`config.mk`:
```
export PLATFORM = sky130hd
export DESIGN_NAME = joystick_gesture_conditioner
export DESIGN_NICKNAME = d
export VERILOG_FILES = /design/src/rtl/core/jgc_pkg.sv /design/src/rtl/core/joystick_gesture_conditioner.sv
export SDC_FILE = /design/constraint.sdc
export NUM_CORES = 2
export LEC_CHECK = 0
export BUFFER_PORTS_ARGS = -buffer_cell sky130_fd_sc_hd__clkbuf_2
export CAP_MARGIN = 20
export CORE_AREA = 2 2 244 246
export DETAILED_ROUTE_END_ITERATION = 7
export DIE_AREA = 0 0 246 248
export GPL_ROUTABILITY_DRIVEN = 0
export PLACE_DENSITY = 0.81
export SLEW_MARGIN = 20
export SYNTH_ARGS = -nofsm -noshare
export SYNTH_HDL_FRONTEND = slang
export SYNTH_SLANG_ARGS = --single-unit
```
`constraint.sdc`:
```
create_clock -name clk -period 14.4 [get_ports clk]
set_clock_uncertainty 0.05 [all_clocks]
set_input_delay 1.44 -clock clk [delete_from_list [all_inputs] [get_ports clk]]
set_output_delay 1.44 -clock clk [all_outputs]
set_load 0.1 [all_outputs]
```
`src/rtl/core/jgc_pkg.sv`:
```
// Package: payload words, codes and arithmetic helpers for the joystick gesture conditioner.
`default_nettype none

package jgc_pkg;

  // Axis calibration points
  localparam int unsigned X_REST = 2203;
  localparam int unsigned X_MAX  = 3835;
  localparam int unsigned X_MIN  = 454;
  localparam int unsigned Y_REST = 2233;
  localparam int unsigned Y_MAX  = 3900;
  localparam int unsigned Y_MIN  = 343;

  // Percent scaling: floor(100*d/D) = (d * 100 * ceil(2^SHIFT/D)) >> SHIFT, exact for d < D
  localparam int unsigned PCT_SHIFT = 29;
  localparam int unsigned PCT_MUL_W = 25;
  localparam int unsigned PCT_PROD_W = 11 + PCT_MUL_W;

  localparam int unsigned X_POS_DIV = X_MAX - X_REST;
  localparam int unsigned X_NEG_DIV = X_REST - X_MIN;
  localparam int unsigned Y_POS_DIV = Y_MAX - Y_REST;
  localparam int unsigned Y_NEG_DIV = Y_REST - Y_MIN;

  localparam longint unsigned X_POS_MUL =
    64'd100 * (((64'd1 << PCT_SHIFT) + X_POS_DIV - 1) / X_POS_DIV);
  localparam longint unsigned X_NEG_MUL =
    64'd100 * (((64'd1 << PCT_SHIFT) + X_NEG_DIV - 1) / X_NEG_DIV);
  localparam longint unsigned Y_POS_MUL =
    64'd100 * (((64'd1 << PCT_SHIFT) + Y_POS_DIV - 1) / Y_POS_DIV);
  localparam longint unsigned Y_NEG_MUL =
    64'd100 * (((64'd1 << PCT_SHIFT) + Y_NEG_DIV - 1) / Y_NEG_DIV);

  localparam logic [6:0]  PCT_FULL    = 7'd100;
  localparam logic [9:0]  MAX_INC     = 10'd550;
  localparam logic [23:0] GOAL_MARGIN = 24'd10;
  localparam logic [15:0] PRESS_SAT   = 16'hFFFF;

  // Configuration register indexes
  localparam logic [2:0] REG_X_LEFT       = 3'd0;
  localparam logic [2:0] REG_X_RIGHT      = 3'd1;
  localparam logic [2:0] REG_Y_DOWN       = 3'd2;
  localparam logic [2:0] REG_Y_UP         = 3'd3;
  localparam logic [2:0] REG_LONG_PRESS   = 3'd4;
  localparam logic [2:0] REG_INITIAL_GOAL = 3'd5;

  localparam logic [11:0] X_LEFT_RESET     = 12'd2864;
  localparam logic [11:0] X_RIGHT_RESET    = 12'd1542;
  localparam logic [11:0] Y_DOWN_RESET     = 12'd2679;
  localparam logic [11:0] Y_UP_RESET       = 12'd1786;
  localparam logic [15:0] LONG_PRESS_RESET = 16'd56;
  localparam logic [23:0] GOAL_RESET       = 24'd1000;

  typedef enum logic [1:0] {
    DIR_REST       = 2'd0,
    DIR_LEFT_UP    = 2'd1,
    DIR_RIGHT_DOWN = 2'd2
  } dir_t;

  typedef enum logic [1:0] {
    MODE_STEPS    = 2'd0,
    MODE_GOAL     = 2'd1,
    MODE_DISTANCE = 2'd2
  } mode_t;

  typedef struct packed {
    logic [11:0] raw_x;
    logic [11:0] raw_y;
    logic        button;
    logic        test_mode;
    logic [23:0] current_steps;
    logic [23:0] proposed_goal;
  } in_word_t;

  typedef struct packed {
    logic [6:0]  x_percent;
    logic [6:0]  y_percent;
    logic [1:0]  x_direction;
    logic [1:0]  y_direction;
    logic [1:0]  display_mode;
    logic        distance_units;
    logic        step_units;
    logic        setting_goal;
    logic [23:0] goal_out;
    logic [23:0] steps_out;
  } out_word_t;

  // One side of an axis: clamp at full scale, else scale by the reciprocal constant
  function automatic logic [6:0] side_percent(input logic [11:0] d,
                                              input logic [11:0] div,
                                              input logic [PCT_MUL_W-1:0] mul);
    logic [PCT_PROD_W-1:0] prod;
    prod = PCT_PROD_W'(d[10:0]) * PCT_PROD_W'(mul);
    if (d >= div) begin
      side_percent = PCT_FULL;
    end else begin
      side_percent = prod[PCT_SHIFT +: 7];
    end
  endfunction

  // Test-mode step increment, nonlinear in the Y percent
  function automatic logic [9:0] step_increment(input logic [6:0] p);
    logic [4:0] k;
    logic [7:0] ramp;
    k = 5'(p - 7'd71);
    case (k)
      5'd0:    ramp = 8'd0;
      5'd1:    ramp = 8'd9;
      5'd2:    ramp = 8'd18;
      5'd3:    ramp = 8'd28;
      5'd4:    ramp = 8'd37;
      5'd5:    ramp = 8'd46;
      5'd6:    ramp = 8'd56;
      5'd7:    ramp = 8'd65;
      5'd8:    ramp = 8'd75;
      5'd9:    ramp = 8'd84;
      5'd10:   ramp = 8'd93;
      5'd11:   ramp = 8'd103;
      5'd12:   ramp = 8'd112;
      5'd13:   ramp = 8'd121;
      5'd14:   ramp = 8'd131;
      5'd15:   ramp = 8'd140;
      5'd16:   ramp = 8'd150;
      5'd17:   ramp = 8'd159;
      5'd18:   ramp = 8'd168;
      5'd19:   ramp = 8'd178;
      5'd20:   ramp = 8'd187;
      5'd21:   ramp = 8'd196;
      5'd22:   ramp = 8'd206;
      5'd23:   ramp = 8'd215;
      default: ramp = 8'd0;
    endcase
    if (p < 7'd4) begin
      step_increment = 10'd0;
    end else if (p < 7'd35) begin
      step_increment = 10'd1;
    end else if (p < 7'd45) begin
      step_increment = 10'd2;
    end else if (p < 7'd55) begin
      step_increment = 10'd5;
    end else if (p < 7'd63) begin
      step_increment = 10'd10;
    end else if (p < 7'd71) begin
      step_increment = 10'd15;
    end else if (p < 7'd95) begin
      step_increment = 10'd25 + 10'(ramp);
    end else begin
      step_increment = MAX_INC;
    end
  endfunction

endpackage

`default_nettype wire

```
`src/rtl/core/joystick_gesture_conditioner.sv`:
```
// Top level: joystick sample scaling, direction classes, gesture state and step nudging.
//
//   channel | valid     | stall     | payload
//   --------+-----------+-----------+---------------------------
//   input   | in_valid  | in_stall  | in_data  (in_word_t)
//   output  | out_valid | out_stall | out_data (out_word_t)
//   config  | cfg_en    | -         | cfg_index, cfg_data
//
// One word per cycle sustained while the output is not stalled; an accepted word passes the
// input register, then one pass of scaling, compare and flag logic into the result register.
// Gesture state updates in the same cycle a word moves into the result register.
// Reset is synchronous on rst and reloads thresholds, goal and gesture state.
// A stalled result holds; the input register keeps accepting until it too is full.
`default_nettype none

module joystick_gesture_conditioner
  import jgc_pkg::*;
(
  input  wire logic        clk,
  input  wire logic        rst,
  input  wire logic        cfg_en,
  input  wire logic [2:0]  cfg_index,
  input  wire logic [23:0] cfg_data,
  input  wire logic        in_valid,
  output logic             in_stall,
  input  wire in_word_t    in_data,
  output logic             out_valid,
  input  wire logic        out_stall,
  output out_word_t        out_data
);

  // Configuration
  logic [11:0] x_left_threshold;
  logic [11:0] x_right_threshold;
  logic [11:0] y_down_threshold;
  logic [11:0] y_up_threshold;
  logic [15:0] press_limit;

  // Gesture state
  logic [1:0]  last_x_direction, last_x_direction_next;
  logic [1:0]  last_y_direction, last_y_direction_next;
  logic [1:0]  display_mode, display_mode_next;
  logic        distance_unit, distance_unit_next;
  logic        step_unit, step_unit_next;
  logic        goal_mode, goal_mode_next;
  logic [15:0] press_counter, press_counter_next;
  logic        press_handled, press_handled_next;
  logic [23:0] goal, goal_next;

  // Pipeline
  logic      hold_valid;
  in_word_t  hold;
  logic      advance;
  out_word_t result_next;

  // Datapath temporaries
  logic [11:0] x_d, y_d;
  logic [6:0]  x_pct, y_pct;
  logic [1:0]  x_dir, y_dir, y_dir_out;
  logic [15:0] press_inc;
  logic [9:0]  inc;
  logic [23:0] cap, steps_dec, steps_adj;
  logic [24:0] steps_sum;

  assign advance  = hold_valid && !(out_valid && out_stall);
  assign in_stall = hold_valid && !advance;

  // The initial goal only takes effect at reset, where it is reloaded with its default,
  // so a write to it leaves nothing to hold.
  always_ff @(posedge clk) begin
    if (rst) begin
      x_left_threshold  <= X_LEFT_RESET;
      x_right_threshold <= X_RIGHT_RESET;
      y_down_threshold  <= Y_DOWN_RESET;
      y_up_threshold    <= Y_UP_RESET;
      press_limit       <= LONG_PRESS_RESET;
    end else if (cfg_en) begin
      case (cfg_index)
        REG_X_LEFT:       x_left_threshold  <= cfg_data[11:0];
        REG_X_RIGHT:      x_right_threshold <= cfg_data[11:0];
        REG_Y_DOWN:       y_down_threshold  <= cfg_data[11:0];
        REG_Y_UP:         y_up_threshold    <= cfg_data[11:0];
        REG_LONG_PRESS:   press_limit       <= cfg_data[15:0];
        REG_INITIAL_GOAL: ;
        default:          ;
      endcase
    end
  end

  always_comb begin
    // Percent displacement per axis, separate scale on each side of rest
    if (hold.raw_x > 12'(X_REST)) begin
      x_d   = hold.raw_x - 12'(X_REST);
      x_pct = side_percent(x_d, 12'(X_POS_DIV), PCT_MUL_W'(X_POS_MUL));
    end else begin
      x_d   = 12'(X_REST) - hold.raw_x;
      x_pct = side_percent(x_d, 12'(X_NEG_DIV), PCT_MUL_W'(X_NEG_MUL));
    end
    if (hold.raw_y > 12'(Y_REST)) begin
      y_d   = hold.raw_y - 12'(Y_REST);
      y_pct = side_percent(y_d, 12'(Y_POS_DIV), PCT_MUL_W'(Y_POS_MUL));
    end else begin
      y_d   = 12'(Y_REST) - hold.raw_y;
      y_pct = side_percent(y_d, 12'(Y_NEG_DIV), PCT_MUL_W'(Y_NEG_MUL));
    end

    if (hold.raw_x > x_left_threshold) begin
      x_dir = DIR_LEFT_UP;
    end else if (hold.raw_x < x_right_threshold) begin
      x_dir = DIR_RIGHT_DOWN;
    end else begin
      x_dir = DIR_REST;
    end
    if (hold.raw_y < y_up_threshold) begin
      y_dir = DIR_LEFT_UP;
    end else if (hold.raw_y > y_down_threshold) begin
      y_dir = DIR_RIGHT_DOWN;
    end else begin
      y_dir = DIR_REST;
    end

    last_x_direction_next = last_x_direction;
    last_y_direction_next = last_y_direction;
    display_mode_next     = display_mode;
    distance_unit_next    = distance_unit;
    step_unit_next        = step_unit;
    goal_mode_next        = goal_mode;
    press_counter_next    = press_counter;
    press_handled_next    = press_handled;
    goal_next             = goal;
    y_dir_out             = y_dir;

    // Unit toggle on an up edge from rest; down reads as rest here
    if (!goal_mode && !hold.test_mode) begin
      if (y_dir == DIR_LEFT_UP) begin
        if (last_y_direction == DIR_REST) begin
          if (display_mode == MODE_DISTANCE) begin
            distance_unit_next = !distance_unit;
          end else begin
            step_unit_next = !step_unit;
          end
        end
      end else begin
        y_dir_out = DIR_REST;
      end
      last_y_direction_next = y_dir_out;
    end

    // Display cycle on a left or right edge from rest
    if (!goal_mode && hold.raw_x != 12'd0) begin
      if (last_x_direction == DIR_REST) begin
        if (x_dir == DIR_LEFT_UP) begin
          case (display_mode)
            MODE_STEPS:    display_mode_next = MODE_DISTANCE;
            MODE_GOAL:     display_mode_next = MODE_STEPS;
            MODE_DISTANCE: display_mode_next = MODE_GOAL;
            default:       display_mode_next = MODE_STEPS;
          endcase
        end else if (x_dir == DIR_RIGHT_DOWN) begin
          case (display_mode)
            MODE_STEPS:    display_mode_next = MODE_GOAL;
            MODE_GOAL:     display_mode_next = MODE_DISTANCE;
            MODE_DISTANCE: display_mode_next = MODE_STEPS;
            default:       display_mode_next = MODE_STEPS;
          endcase
        end
      end
      last_x_direction_next = x_dir;
    end

    // Goal progress mode: a long press enters or confirms goal setting, a short press cancels it
    press_inc = (press_counter < PRESS_SAT) ? press_counter + 16'd1 : press_counter;
    if (display_mode_next == MODE_GOAL) begin
      if (hold.button) begin
        press_counter_next = press_inc;
        if (press_inc >= press_limit && !press_handled) begin
          if (goal_mode) begin
            goal_next = hold.proposed_goal;
          end
          goal_mode_next     = !goal_mode;
          press_counter_next = 16'd0;
          press_handled_next = 1'b1;
        end
      end else begin
        if (press_counter != 16'd0 && goal_mode && !press_handled) begin
          goal_mode_next = 1'b0;
        end
        press_counter_next = 16'd0;
        press_handled_next = 1'b0;
      end
    end

    // Test-mode nudge: decrement floored at zero, then increment capped below the goal
    inc       = step_increment(y_pct);
    cap       = (goal_next >= GOAL_MARGIN) ? goal_next - GOAL_MARGIN : 24'd0;
    steps_dec = hold.current_steps;
    if (hold.raw_y > y_down_threshold) begin
      steps_dec = (hold.current_steps <= 24'(inc)) ? 24'd0 : hold.current_steps - 24'(inc);
    end
    steps_sum = 25'(steps_dec) + 25'(inc);
    steps_adj = steps_dec;
    if (hold.raw_y < y_up_threshold) begin
      steps_adj = (steps_sum <= 25'(cap)) ? steps_sum[23:0] : cap;
    end

    result_next.x_percent      = x_pct;
    result_next.y_percent      = y_pct;
    result_next.x_direction    = x_dir;
    result_next.y_direction    = y_dir_out;
    result_next.display_mode   = display_mode_next;
    result_next.distance_units = distance_unit_next;
    result_next.step_units     = step_unit_next;
    result_next.setting_goal   = goal_mode_next;
    result_next.goal_out       = goal_next;
    result_next.steps_out      = (hold.test_mode && !goal_mode_next) ? steps_adj
                                                                     : hold.current_steps;
  end

  // Input register: take a word whenever it is empty or draining this cycle
  always_ff @(posedge clk) begin
    if (rst) begin
      hold_valid <= 1'b0;
    end else if (!in_stall) begin
      hold_valid <= in_valid;
    end
  end

  always_ff @(posedge clk) begin
    if (!in_stall && in_valid) begin
      hold <= in_data;
    end
  end

  // Result register and gesture state advance together
  always_ff @(posedge clk) begin
    if (rst) begin
      out_valid        <= 1'b0;
      last_x_direction <= DIR_REST;
      last_y_direction <= DIR_REST;
      display_mode     <= MODE_STEPS;
      distance_unit    <= 1'b0;
      step_unit        <= 1'b0;
      goal_mode        <= 1'b0;
      press_counter    <= 16'd0;
      press_handled    <= 1'b0;
      goal             <= GOAL_RESET;
    end else begin
      if (advance) begin
        out_valid        <= 1'b1;
        last_x_direction <= last_x_direction_next;
        last_y_direction <= last_y_direction_next;
        display_mode     <= display_mode_next;
        distance_unit    <= distance_unit_next;
        step_unit        <= step_unit_next;
        goal_mode        <= goal_mode_next;
        press_counter    <= press_counter_next;
        press_handled    <= press_handled_next;
        goal             <= goal_next;
      end else if (!out_stall) begin
        out_valid <= 1'b0;
      end
    end
  end

  always_ff @(posedge clk) begin
    if (advance) begin
      out_data <= result_next;
    end
  end

endmodule

`default_nettype wire

```
# ---- After elaboration in Yosys (flattened, before gate mapping)
# Memories as Yosys holds them, arrays and structs flattened.
# Index checks and enable logic that the tools add are counted.
# Widths: inputs -> output; s select.
dict set report word_totals {
  reg_bits 261
  rom_bits 256
  in_bits 106
  out_inout_bits 73
  elab_cells 169
  memories 1
}
dict set report classes {
  n_addsub 10
  n_mul 4
  order_cmp 22
  eq_ne 12
  n_mux 54
  n_reduce_logical 34
}
# memory words width read_ports rd_clocked_by_memory_dff wr line_no
set mem_list {}
lappend mem_list {{(no name shown)} 32 8 1 0 0 jgc_pkg.sv:105} ;# case (k)
# op count
set op_table {}
lappend op_table {{$mux 24} 10}
lappend op_table {{$mul 11x23->34 const B} 3}
lappend op_table {{$mux 10} 7}
lappend op_table {{$ge 12x11->1 const B} 4}
lappend op_table {{$mux 16} 3}
lappend op_table {{$mux 7} 6}
lappend op_table {{$mul 11x22->33 const B} 1}
lappend op_table {{$lt 7x6->1 const B} 4}
lappend op_table {{$add 24x10->25} 1}
lappend op_table {{$le 25x24->1} 1}
lappend op_table {{$ge 24x4->1 const B} 1}
lappend op_table {{$gt 12x12->1} 2}
lappend op_table {{$gt 12x12->1 const B} 2}
lappend op_table {{$le 24x10->1} 1}
lappend op_table {{$lt 12x12->1} 2}
lappend op_table {{$sub 12x12->12 const A} 2}
lappend op_table {{$sub 12x12->12 const B} 2}
lappend op_table {{$sub 24x10->24} 1}
lappend op_table {{$sub 24x4->24 const B} 1}
lappend op_table {{$mux 2} 10}
lappend op_table {{$add 16x1->16 const B} 1}
lappend op_table {{$ge 16x16->1} 1}
lappend op_table {{$lt 16x16->1 const B} 1}
lappend op_table {{$mux 1} 16}
lappend op_table {{other kinds (19)} 53}

# ---- Logic depth before layout (Yosys ltp)
# An unclocked memory read counts as a cell.
dict set report depth {
  ltp_word 22
  ltp_mapped 72
  mapped_depth_nobuf 70
}

# ---- Worst setup path after synthesis
# Ideal clock, no wire load.
dict set report synth_path {
  kind {register to register}
  start {reg hold[51] in the netlist's numbering}
  end {reg out_data[0] in the netlist's numbering, data pin}
  setup_ns 0.266
  arrival_time_ns 14.985
  required_time_ns 14.084
  path_slack_ns -0.901
  path_stages_with_launch 69
  n_path_buf 2
  synth_period_minus_slack_ns 15.301
  cell_sequence {edfxtp_1 buf_2 inv_1 ha_1 and4b_1 or4b_1 nand3_1 nor2b_1 or2_2 ha_1 inv_1 fa_1 fa_1 inv_1 fa_1 inv_1 fa_1 inv_1 [... 33 more ...] a21o_1 a21oi_1 o21ai_0 o2111ai_2 a2111oi_2 nand3b_1 xor2_1 inv_1 ha_1 and4_1 a41oi_1 o21ai_0 a21oi_1 a31o_2 clkbuf_1 nor2_1 a211oi_1 o22ai_1}
}
# item line_no
set synth_lines {}
lappend synth_lines {{start, declared} joystick_gesture_conditioner.sv:52} ;# in_word_t hold;
lappend synth_lines {{start signal, assigned} joystick_gesture_conditioner.sv:230} ;# hold <= in_data;
lappend synth_lines {{end signal, assigned} joystick_gesture_conditioner.sv:267} ;# out_data <= result_next;
lappend synth_lines {{end, declared} joystick_gesture_conditioner.sv:29} ;# output out_word_t out_data

==> reports/results.txt <==
Commonest non-fill, non-tap cell in the layout -> inv_1
Wire per inst -> 18.7 microns
Hold crit path type -> reg -> reg
Fin nets -> 4,598
Asr flop ratio synth -> 0%
Via count -> 25,920
Period utilization -> 98.6%
Initial antenna violation count -> 0
Routed Antenna Nets -> 0
CP arrival -> 14.45 ns
DRT Pass-1 Iters -> 6
TritonCTS buffer count -> 25
CORE AREA -> 0.0585 sq mm
Most frequent cells in the layout -> inv_1, ha_1, fa_1
Vias in the first global route -> 25,857
Max Slew Vio Count -> 0
Post-layout min period -> 14.19 ns
Chip Width -> 246 microns
Mapped Area -> 0.0318 sq mm
Critical Path Slowest Stage Cell -> or4b_1
Die height -> 248 microns
Synth Register Bits -> 261
CTS sink count -> 261
DRC viols -> 0
ANT cells -> 0
Total GRT Usage -> 26.8%
Post-Route WL -> 83,800 microns
Syn Nets -> 4,327
CTS tree -> built
Crit path kind -> reg -> reg
Synth warn -> 0
Maxcap violations -> 0
CP max FO -> 7
Worst slew margin -> 28.1%
Worst Tran Pin Value -> 1.08 ns
DR top layer -> met4
First-pass GRT wire length -> 131,000 microns
Mapped Cells -> 3,408
DR vias/cell -> 5.80
Post-synthesis sequential area ratio -> 21.0%
Site row count -> 89
Status -> completed
Final setup TNS -> 0 ns
Crit path capture type -> register
DPL Wire Length -> 65,800 microns
Layout overhead on the synthesized area -> 13.8%
Final hold vios -> 0
Initial Util -> 54.3%
Congestion Overflow GR -> 0
Share of cells above drive strength 1 -> 14.4%
DRT iter0 DRCs -> 2,019
Clock latency on the worst-skew pair -> 0.58 ns
Port bufs -> 170
Met2 WL post-DR -> 40,900 microns
Critical path launch point type -> register
Post-synth EDFFs -> 145
Final setup fails -> 0
Clk slew on worst S/H paths -> 0.07 ns
Maximum clock frequency -> 0.0705 GHz
Root Buffer -> clkbuf_16
Met3 routed WL -> 5500 microns
Fill cells -> 4,571
Main synth FF type -> edfxtp_1
Crit-path max cell delay -> 0.54 ns
Post-synthesis cell type count -> 99
Ports -> 179
Die area -> 0.0610 sq mm
Longest Clk Path Bufs -> 3
Post-cts hold buffer count -> 0
M1 WL -> 33,700 microns
CTS H-tree depth -> 1
Syn Area/Cell -> 9.32 sq um
CP Data Required Time -> 14.66 ns
Pin count of the biggest net entering global routing -> 95
final timing paths:
path	endpoint	slack (ns)	cells past startpoint	start
setup reg to reg	out_data[14]	0.21	62	hold[51]
hold / removal	y_up_threshold[2]	0.40	2	y_up_threshold[2]
setup / recovery	out_data[14]	0.21	62	hold[51]
hold reg to reg	y_up_threshold[2]	0.40	2	y_up_threshold[2]
cell families after synthesis:
logic type / after synthesis / synth area share (%)
AO/OA/AOI/OAI: 636 / 13.6
buffers and inverters: 699 / 8.31
adder cells (fa/ha/maj): 813 / 38.8
multiplexers: 55 / 1.79
AND/OR/NAND/NOR: 787 / 12.2
flip-flops: 261 / 21.0
XOR/XNOR: 157 / 4.35
metal layers:
layer / GRT usage (%) / up-vias
met5: 0 / -
met4: 10.6 / 0
met3: 2.95 / 233
met2: 47.3 / 989
met1: 33.6 / 12534
li1: - / 12164
critical path: cells and delay by family, from the launching register on:
family,cells,cell delay [ns]
adder cells (fa/ha/maj),11,3.70
multiplexers,1,0.29
XOR/XNOR,1,0.25
AND/OR/NAND/NOR,12,2.45
flip-flops,1,0.43
buffers and inverters,9,0.88
AO/OA/AOI/OAI,28,5.86
through the flow:
stage	cells	util [%]	hold WS (ns)	cell area, sq um	setup slack (ns)
after CTS	4434	60.1	0.405	35200	0.0425
after global routing	4471	61.8	0.427	36100	-0.438
final	4471	61.8	0.403	36100	0.207
after global placement	4387	58.6	0.392	34300	0.00332
after floorplan	3408	-	0.386	31800	0.0189
after detailed placement	4387	58.6	0.396	34300	-0.314
cell usage after synthesis (26+ instances only):
library cell | instances | area, sq um
a21o_1 | 69 | 518
nand4_1 | 26 | 163
dfxtp_1 | 116 | 2320
nor3_1 | 49 | 245
clkbuf_1 | 70 | 263
xor2_1 | 53 | 464
nand2b_1 | 29 | 181
ha_1 | 528 | 6610
nand2_1 | 251 | 942
o21a_1 | 30 | 225
nor2b_1 | 31 | 194
edfxtp_1 | 145 | 4350
fa_1 | 285 | 5710
nand3_1 | 54 | 270
xnor2_1 | 103 | 902
inv_1 | 608 | 2280
a21oi_1 | 154 | 771
mux2i_1 | 41 | 410
a211oi_1 | 38 | 285
nor2_1 | 183 | 687
o21ai_0 | 101 | 505
what timing repair did:
action | CTS | global route
buffers inserted | 1 | 34
setup endpoints to repair | 24 | 24
gates resized for setup | 6 | 137
pin swaps | 2 | 87
cloned | 0 | 3
layout make-up:
type / instances / area, sq um / share of cell area, %
Clock buffer: 34 / 681 / 1.88
Clock inverter: 12 / 150 / 0.416
Inverter: 612 / 2310 / 6.39
Multi-Input combinational cell: 2448 / 23200 / 64.1
Sequential cell: 261 / 6680 / 18.5
Tap cell: 773 / 967 / 2.68
Timing Repair Buffer: 331 / 2190 / 6.06
flip-flops by register name (all words and copies together), names as in the netlist, 12 cells and up:
register / count
press_limit: 16
press_counter: 16
goal: 24
x_left_threshold: 12
y_down_threshold: 12
x_right_threshold: 12
hold: 74
out_data: 71
y_up_threshold: 12
Power is left out: the tool's default activity adds up to more than one toggle a clock period on the data nets, which glitch-free logic cannot reach.
